===== config.mk =====
export PLATFORM = sky130hd
export DESIGN_NAME = kvmsc_core
export DESIGN_NICKNAME = d
export VERILOG_FILES = /design/src/hw/rtl/kvmsc_pkg.sv /design/src/hw/rtl/kvmsc_core.sv
export SDC_FILE = /design/constraint.sdc
export NUM_CORES = 1
export LEC_CHECK = 0
export ABC_AREA = 0
export BUFFER_PORTS_ARGS = -buffer_cell sky130_fd_sc_hd__buf_2
export CORE_ASPECT_RATIO = 0.75
export CORE_UTILIZATION = 35
export DETAILED_ROUTE_END_ITERATION = 8
export GPL_TIMING_DRIVEN = 0
export PLACE_DENSITY = 0.51
export SYNTH_ARGS = -nofsm -noshare
export SYNTH_HDL_FRONTEND = slang
export SYNTH_SLANG_ARGS = --single-unit
export TNS_END_PERCENT = 20

===== constraint.sdc =====
create_clock -name clock -period 3.6 [get_ports clock]
set_clock_uncertainty 0.1 [all_clocks]
set_input_delay 0.36 -clock clock [delete_from_list [all_inputs] [get_ports clock]]
set_output_delay 0.36 -clock clock [all_outputs]
set_load 0.05 [all_outputs]

===== src/hw/rtl/kvmsc_pkg.sv =====
// Shared types and constants of the metadata section checker.
package kvmsc_pkg;

   // Result status codes.
   typedef enum logic [2:0] {
      ST_OK         = 3'd0,
      ST_TYPE       = 3'd1,
      ST_KEY_CHAR   = 3'd2,
      ST_KEY_LONG   = 3'd3,
      ST_VALUE_LONG = 3'd4,
      ST_LENGTH     = 3'd5,
      ST_PAIRS      = 3'd6
   } status_type;

   // Register indexes on the configuration port.
   typedef enum logic [1:0] {
      REG_TYPE_CODE   = 2'd0,
      REG_KEY_LIMIT   = 2'd1,
      REG_VALUE_LIMIT = 2'd2,
      REG_PAIR_LIMIT  = 2'd3
   } reg_index_type;

   localparam int CSR_ADDR_W = 4;
   localparam int CSR_DATA_W = 32;

   // Header layout: one type byte and four length bytes.
   localparam logic [2:0] HDR_BODY = 3'd5;

   // Reset values of the registers.
   localparam logic [7:0]  TYPE_CODE_RST   = 8'd0;
   localparam logic [7:0]  KEY_LIMIT_RST   = 8'd32;
   localparam logic [15:0] VALUE_LIMIT_RST = 16'd256;
   localparam logic [15:0] PAIR_LIMIT_RST  = 16'd64;

   localparam logic [7:0]  CHAR_LOW_A = 8'h61;
   localparam logic [7:0]  CHAR_LOW_Z = 8'h7A;
   localparam logic [7:0]  CHAR_UP_A  = 8'h41;
   localparam logic [7:0]  CHAR_UP_Z  = 8'h5A;
   localparam logic [7:0]  KEY_SAT    = 8'hFF;
   localparam logic [15:0] COUNT_SAT  = 16'hFFFF;

   // Configuration as seen by the checker core.
   typedef struct packed {
      logic [7:0]  type_code;
      logic [7:0]  key_limit;
      logic [15:0] value_limit;
      logic [15:0] pair_limit;
   } cfg_type;

   // One result item.
   typedef struct packed {
      logic [15:0] pair_total;
      status_type  status;
   } result_type;

   // True for an ASCII letter.
   function automatic logic is_letter(input logic [7:0] b);
      return ((b >= CHAR_LOW_A) && (b <= CHAR_LOW_Z)) ||
             ((b >= CHAR_UP_A) && (b <= CHAR_UP_Z));
   endfunction

endpackage


===== src/hw/rtl/kvmsc_core.sv =====
// Parse state and per-byte check logic of the metadata section checker.
module kvmsc_core
   import kvmsc_pkg::*;
(
   input  logic       clock,
   input  logic       reset,
   input  cfg_type    cfg,
   input  logic       step,
   input  logic [7:0] data_byte,
   input  logic       last_byte,
   output result_type result
);

   logic [2:0]  header_pos_ff,  header_pos_in;
   logic        in_value_ff,    in_value_in;
   logic [7:0]  key_count_ff,   key_count_in;
   logic [15:0] value_count_ff, value_count_in;
   logic [15:0] pair_count_ff,  pair_count_in;
   logic        bad_char_ff,    bad_char_in;
   status_type  first_error_ff, first_error_in;

   // Next parse state for the byte at hand; nothing moves once an error is held.
   always_comb begin
      header_pos_in  = header_pos_ff;
      in_value_in    = in_value_ff;
      key_count_in   = key_count_ff;
      value_count_in = value_count_ff;
      pair_count_in  = pair_count_ff;
      bad_char_in    = bad_char_ff;
      first_error_in = first_error_ff;
      if (first_error_ff == ST_OK) begin
         if (header_pos_ff < HDR_BODY) begin
            // Header: type byte, then length bytes that are skipped.
            if ((header_pos_ff == 3'd0) && (data_byte != cfg.type_code)) begin
               first_error_in = ST_TYPE;
            end
            header_pos_in = header_pos_ff + 3'd1;
            if (last_byte && (first_error_in == ST_OK)) begin
               first_error_in = ST_LENGTH;
            end
         end else if (!in_value_ff) begin
            // Key phase.
            if (data_byte == 8'd0) begin
               in_value_in    = 1'b1;
               value_count_in = '0;
            end else begin
               if (!is_letter(data_byte)) begin
                  bad_char_in = 1'b1;
               end
               if (key_count_ff != KEY_SAT) begin
                  key_count_in = key_count_ff + 8'd1;
               end
            end
            // The key is judged at its terminator or where the blob ends.
            if ((data_byte == 8'd0) || last_byte) begin
               if (bad_char_in) begin
                  first_error_in = ST_KEY_CHAR;
               end else if (key_count_in >= cfg.key_limit) begin
                  first_error_in = ST_KEY_LONG;
               end
            end
            if (last_byte && (first_error_in == ST_OK)) begin
               first_error_in = ST_LENGTH;
            end
         end else if (data_byte == 8'd0) begin
            // Value terminator closes a pair.
            if (value_count_ff >= cfg.value_limit) begin
               first_error_in = ST_VALUE_LONG;
            end else begin
               if (pair_count_ff != COUNT_SAT) begin
                  pair_count_in = pair_count_ff + 16'd1;
               end
               in_value_in  = 1'b0;
               key_count_in = '0;
               bad_char_in  = 1'b0;
               if (last_byte && (pair_count_in > cfg.pair_limit)) begin
                  first_error_in = ST_PAIRS;
               end
            end
         end else begin
            // Value byte.
            if (value_count_ff != COUNT_SAT) begin
               value_count_in = value_count_ff + 16'd1;
            end
            if (last_byte) begin
               first_error_in = (value_count_in >= cfg.value_limit) ?
                                ST_VALUE_LONG : ST_LENGTH;
            end
         end
      end
   end

   // State registers; the last byte of a blob starts a fresh parse.
   always_ff @(posedge clock) begin
      if (reset || (step && last_byte)) begin
         header_pos_ff  <= '0;
         in_value_ff    <= 1'b0;
         key_count_ff   <= '0;
         value_count_ff <= '0;
         pair_count_ff  <= '0;
         bad_char_ff    <= 1'b0;
         first_error_ff <= ST_OK;
      end else if (step) begin
         header_pos_ff  <= header_pos_in;
         in_value_ff    <= in_value_in;
         key_count_ff   <= key_count_in;
         value_count_ff <= value_count_in;
         pair_count_ff  <= pair_count_in;
         bad_char_ff    <= bad_char_in;
         first_error_ff <= first_error_in;
      end
   end

   assign result.status     = first_error_in;
   assign result.pair_total = pair_count_in;

   // The header position never runs past the body marker.
   a_hdr_range: assert property (@(posedge clock) disable iff (reset)
      header_pos_ff <= HDR_BODY)
      else $error("header position out of range");

   // Phase and counters only move once the header is done.
   a_hdr_phase: assert property (@(posedge clock) disable iff (reset)
      (header_pos_ff < HDR_BODY) |-> (!in_value_ff && (key_count_ff == 8'd0)
                                      && (pair_count_ff == 16'd0)))
      else $error("body state changed inside the header");

   // A held error freezes the parse state.
   a_err_hold: assert property (@(posedge clock) disable iff (reset)
      (step && !last_byte && (first_error_ff != ST_OK)) |=>
      ($stable(pair_count_ff) && $stable(first_error_ff)))
      else $error("state moved after an error");

endmodule


==> flow_metrics.env, run 1 <==
export IMPL_r2r_start="value_count_ff[4]"
export IMPL_synth_edf_count=0
export IMPL_die_h_um=106
export IMPL_stdcell_count=950
export IMPL_port_buffers=78
export IMPL_startpoint_type="flip-flop"
export IMPL_tightest_slew_ns=0.859
export IMPL_drt_iter0_markers=320
export IMPL_hold_buffers=0
export IMPL_num_rows=37
export IMPL_area_growth_synth_to_final_pct=27.9
export IMPL_slowest_stage="a2111oi_4"
export IMPL_synth_area_per_cell_um2=7.59
export IMPL_root_buffer="clkbuf_16"
export IMPL_synth_net_count=786
export IMPL_rsz0062_at_grt="yes"
export IMPL_vias=5366
export IMPL_path_class="reg -> out"
export IMPL_cts_sinks=48
export IMPL_rr_worst_depth=19
export IMPL_r2r_slack_ns=0.04
export IMPL_synthFlopType="dfxtp_1"
export IMPL_ys_seq_area_share_pct=19.0
export IMPL_post_route_period_util_pct=113
export IMPL_htreeDepth=2
export IMPL_yosys_area_top_type_share_pct=19.0
export IMPL_crit_chain="buf_6, nand4_1, nor4_4, buf_4, and3_4, mux2_2, ha_1, a21o_1, a2111oi_4, o2111ai_2, o211ai_1, a31o_1, buf_6"
export IMPL_dpl_cell_count=918
export IMPL_setup_slack_ns=-0.469
export IMPL_slew_headroom_pct=42.3
export IMPL_grt_busiest_layer="met2"
export IMPL_drcViolationCount=0
export IMPL_status="finished, violations left"
export IMPL_hold_violations=0
export IMPL_irDropWorstVdd_uv=180
export IMPL_required_ns=3.14
export IMPL_yosysTopAreaCell="dfxtp_1"
export IMPL_p_leak_nw=3.02
export IMPL_wl_per_cell_um=17.5
export IMPL_period_minus_slack_ns=4.07
export IMPL_crit_path_end_kind="output port"
export IMPL_grtUsageMet1_pct=34.1
export IMPL_final_max_slew_violation_count=0
export IMPL_yosys_top_cells_area="dfxtp_1, ha_1, nand2_1, xnor2_1, xor2_1"
export IMPL_fmax_ghz=0.246
export IMPL_pre_cts_ws_ns=-0.960
export IMPL_syn_area_um2=5050
export IMPL_n_antenna_cell=0
export IMPL_crit_family="compound AO/OA/AOI/OAI gates"
export IMPL_cp_common_cell="buf_6"
export IMPL_initial_core_util_pct=36.4
export IMPL_critPathMaxStageDelay_ns=0.39
export IMPL_worst_hold_path_type="in -> reg"
export IMPL_cts_buffer_depth=2
export IMPL_powerDensity_nw_per_um2=195
export IMPL_mostFrequentLayoutCells="buf_2, nand2_1, ha_1, inv_1, nor2_1"
export IMPL_drive_above_1_share_pct=26.8
export IMPL_min_to="pair_count_ff[3]"
export IMPL_place_gp_congestion=0.884
export IMPL_grt_max_degree=14
export IMPL_wl_mm=16.6
export IMPL_overflow=0
export IMPL_grt_pass1_vias=5281
export IMPL_dieArea_um2=14900
export IMPL_viasPerCell=5.65
export IMPL_fin_hold_ws_ns=0.385
export IMPL_violations="negative setup slack"
export IMPL_ys_ff_latch=48
export IMPL_grt_antenna_before_repair=0
export IMPL_cp_buffers_inverters=3
export IMPL_gr_usage_met2_pct=35.1
export IMPL_drv_cap=0
export IMPL_reg2reg_to="first_error_ff[0]"
export IMPL_crit_fanout=6
export IMPL_cts_tree="built"
export IMPL_drt_pass1_iter_count=5
export IMPL_crit_path_start="value_count_ff[4]"
export IMPL_core_area_um2=13900
export IMPL_grt_util_met3_pct=2.61
export IMPL_fin_nets=896
export IMPL_async_reset_ff_share_pct=0
export IMPL_numCtsBuffers=5
export IMPL_clk_latency_ns=0.30
export IMPL_drtAntennaViolNets=0
export IMPL_yosysWarnings=0
export IMPL_die_w_um=141
export IMPL_clk_pin_slew_ns=0.07
export IMPL_min_path_cells=4
export IMPL_ios=79
export IMPL_grt_pass1_wl_mm=27.1
export IMPL_min_from="reset"
export IMPL_post_dp_hpwl_mm=12.4
export IMPL_synth_cells=665
export IMPL_synth_cell_type_count=70
export IMPL_setup_viol=3
export IMPL_track_usage_pct=22.9
export IMPL_final_common_cell="buf_2"
export IMPL_fin_setup_tns_ns=-1.27
export IMPL_worst_endpoint_arrival_ns=3.61
[cell usage after synthesis, types with 8 or more instances]
cell type / count
nand3_1: 26
ha_1: 61
nor3_1: 15
xnor2_1: 25
inv_1: 49
o21ai_1: 12
dfxtp_1: 48
a31oi_1: 26
o211ai_1: 8
nand4_1: 17
a41o_1: 10
clkbuf_1: 25
a21oi_1: 38
nor2_1: 45
a211oi_1: 11
xor2_1: 24
nand2_1: 66
and3_1: 11
and4_1: 11
o21ai_0: 21
buf_2: 10
[state kept, by name, summed over array words and instances, names as in the netlist]
register        count
pair_count_ff      16
value_count_ff     16
key_count_ff        8
first_error_ff      3
header_pos_ff       3
bad_char_ff         1
in_value_ff         1
[tightest hold or removal path, stage by stage]
cell and delay [ns]:
buf_2 0.11, a21oi_1 0.12, nand2b_1 0.10, o41ai_1 0.06
[report_power, final]
part	switching (mW)	internal, mW	total, mW
Clock	0.223	0.293	0.516
Sequential	0.00221	0.526	0.528
Combinational	0.128	0.0842	0.212
[metal layers]
metal	part of all wire [%]	up-vias
li1	-	2686
met1	51	2530
met2	43	142
met3	5.4	8
met4	0.56	0
met5	0	-
[kinds of logic (layout without fill, tap and decap cells)]
group                    Yosys count  after routing  synth area share (%)
AND/OR/NAND/NOR                  228            228                  23.9
AO/OA/AOI/OAI                    183            183                  24.6
buffers and inverters             86            196                  6.71
adder cells (fa/ha/maj)           61             61                  15.1
XOR/XNOR                          49             49                  8.50
flip-flops                        48             48                  19.0
multiplexers                      10             10                  2.11
[how the worst max path moves through the flow]
stage,to,cells after the start
floorplan,result[0],13
finish,result[0],13
global placement,result[1],13
CTS,result[1],13
detailed placement,result[1],13
global route,result[0],16
[cell type report]
class                           instances  area [um2]
Inverter                               50         188
Tap cell                              175         219
Sequential cell                        48        1010
Clock buffer                            7         153
Fill cell                            1438        7430
Multi-Input combinational cell        531        4080
Timing Repair Buffer                  111         668
Buffer                                 28         138
[stage by stage]
stage                     area, um2  util (%)  power (mW)
after global routing           6460      46.5        1.32
after floorplan                5060         -       0.661
final                          6460      46.5        1.26
after global placement         5670      40.8       0.737
after detailed placement       5670      40.8       0.741
after CTS                      6290      45.3        1.26
[what timing repair did]
item | in CTS | in global routing
pin swaps | 27 | 19
setup buffers | 25 | 8
gates cloned | 0 | 0
setup endpoints to repair | 6 | 16
resized for setup | 93 | 21
hold endpoints to repair | 0 | 0
No activity file was read; power rests on OpenSTA's default activity.
==> inputs of run 2 (changes only) <==
==> constraint.sdc (replaced) <==
create_clock -name clock -period 3.6 [get_ports clock]
set_clock_uncertainty 0.1 [all_clocks]
set_input_delay 0.36 -clock clock [delete_from_list [all_inputs] [get_ports clock]]
set_output_delay 0.36 -clock clock [all_outputs]
set_load 0.02 [all_outputs]
==> flow_metrics.env, run 2 (synthesis gave the netlist of run 1 again) <==
export IMPL_critPathMaxStageDelay_ns=0.34
export IMPL_top_regs="pair_count_ff (16), value_count_ff (16), key_count_ff (8)"
export IMPL_core_area_um2=13900
export IMPL_tightest_slew_ns=0.867
export IMPL_dieArea_um2=14900
export IMPL_period_minus_slack_ns=3.92
export IMPL_final_common_cell="buf_2"
export IMPL_wl_mm=16.2
export IMPL_track_usage_pct=22.3
export IMPL_drt_iter0_markers=391
export IMPL_post_route_period_util_pct=109
export IMPL_wl_per_cell_um=17.0
export IMPL_slew_headroom_pct=41.8
export IMPL_path_class="reg -> out"
export IMPL_hold_buffers=0
export IMPL_drtAntennaViolNets=0
export IMPL_powerDensity_nw_per_um2=191
export IMPL_crit_family="compound AO/OA/AOI/OAI gates"
export IMPL_fmax_ghz=0.255
export IMPL_setup_slack_ns=-0.317
export IMPL_cts_buffer_depth=2
export IMPL_n_antenna_cell=0
export IMPL_cts_sinks=48
export IMPL_dpl_cell_count=918
export IMPL_drcViolationCount=0
export IMPL_die_w_um=141
export IMPL_numCtsBuffers=5
export IMPL_irDropWorstVdd_uv=174
export IMPL_hold_violations=0
export IMPL_drive_above_1_share_pct=27.5
export IMPL_required_ns=3.14
export IMPL_stdcell_count=950
export IMPL_drt_pass1_iter_count=5
export IMPL_cp_buffers_inverters=5
export IMPL_grt_antenna_before_repair=0
export IMPL_power_mw=1.24
export IMPL_worst_endpoint_arrival_ns=3.46
export IMPL_final_max_slew_violation_count=0
export IMPL_ios=79
export IMPL_grt_pass1_wl_mm=26.0
export IMPL_clk_pin_slew_ns=0.07
export IMPL_htreeDepth=2
export IMPL_cts_tree="built"
export IMPL_mostFrequentLayoutCells="buf_2, nand2_1, ha_1, inv_1, nor2_1"
export IMPL_p_leak_nw=3.01
export IMPL_die_h_um=106
export IMPL_vias=5313
export IMPL_crit_chain="buf_6, nand4_1, nor4_4, buf_4, buf_4, buf_6, nand2_4, mux2_4, ha_2, o21ai_1, o21ai_1, a211oi_2, o2111ai_2, o211ai_1, a31o_1, buf_6"
export IMPL_crit_path_end_kind="output port"
export IMPL_post_dp_hpwl_mm=12.1
export IMPL_drv_cap=0
export IMPL_num_rows=37
export IMPL_initial_core_util_pct=36.4
export IMPL_rsz0062_at_grt="yes"
export IMPL_fillerInstances=1362
export IMPL_cp_common_cell="buf_6"
export IMPL_worst_hold_path_type="in -> reg"
export IMPL_status="finished, violations left"
export IMPL_slowest_stage="dfxtp_2"
export IMPL_overflow=0
export IMPL_place_gp_congestion=0.866
export IMPL_fin_nets=895
export IMPL_port_buffers=78
export IMPL_root_buffer="clkbuf_16"
export IMPL_grt_pass1_vias=4993
export IMPL_grt_max_degree=14
export IMPL_setup_viol=3
export IMPL_violations="negative setup slack"
export IMPL_crit_fanout=6
export IMPL_viasPerCell=5.59
export IMPL_clk_latency_ns=0.31
export IMPL_area_growth_synth_to_final_pct=28.6
export IMPL_startpoint_type="flip-flop"
run 2: cell types whose count changed in the layout (fill, tap and decap cells not counted), moves of 2 or more:
cell,change
clkbuf_1,+2
mux2_2,-2
mux2_4,+2
buf_6,-2
nand2_1,-2
dfxtp_1,-2
ha_1,-3
ha_4,+2
dfxtp_2,+3
nand2_2,+2
run 2: repair_timing:
| item | in CTS | in global routing |
|---|---|---|
| resized for setup | 91 | 31 |
| setup endpoints to repair | 6 | 3 |
| pin swaps | 27 | 25 |
| buffers inserted | 27 | 5 |
run 2: stage by stage:
step           util (%)  worst slack [ns]  TNS, ns  cell area (um2)  hold WS (ns)
4_1_cts            45.4            -0.304   -0.878             6300         0.379
3_3_place_gp       40.7            -0.827    -3.40             5660         0.410
3_5_place_dp       40.7            -0.862    -3.36             5660         0.425
5_1_grt            46.8            -0.478    -1.41             6490         0.414
2_1_floorplan         -             0.108        0             5050         0.381
6_report           46.8            -0.317   -0.906             6490         0.386
run 2: final timing paths:
path,startpoint,end,slack [ns],depth (start not counted)
max,value_count_ff[4],result[0],-0.32,16
min,reset,pair_count_ff[3],0.39,4
max reg2reg,pair_count_ff[5],first_error_ff[2],0.17,13
min reg2reg,value_count_ff[6],value_count_ff[6],0.40,1
run 2: cell type report:
class                           count  area (um2)  area share [%]
Inverter                           50         188            2.89
Multi-Input combinational cell    531        4140            63.8
Tap cell                          175         219            3.37
Buffer                             28         138            2.12
Sequential cell                    48        1010            15.5
Clock buffer                        8         146            2.25
Timing Repair Buffer              110         653            10.1
run 2: worst min-delay path: cells and delay by family:
family | cells | cell delay [ns]
AO/OA/AOI/OAI | 2 | 0.18
buffers and inverters | 1 | 0.10
AND/OR/NAND/NOR | 1 | 0.11
run 2: layer usage:
metal | global-route usage (%) | wire (um) | part of all wire, %
met1 | 33.3 | 8330 | 51
met2 | 31.6 | 6660 | 41
met3 | 4.46 | 1030 | 6.3
met4 | 6.37 | 179 | 1.1
met5 | 0 | 0 | 0
run 2: power by group:
part	switching (mW)	leakage, nW	internal (mW)	total (mW)
Combinational	0.119	2.54	0.0832	0.202
Clock	0.232	0.0712	0.279	0.511
Sequential	0.00216	0.400	0.527	0.529
Total	0.353	3.01	0.888	1.24
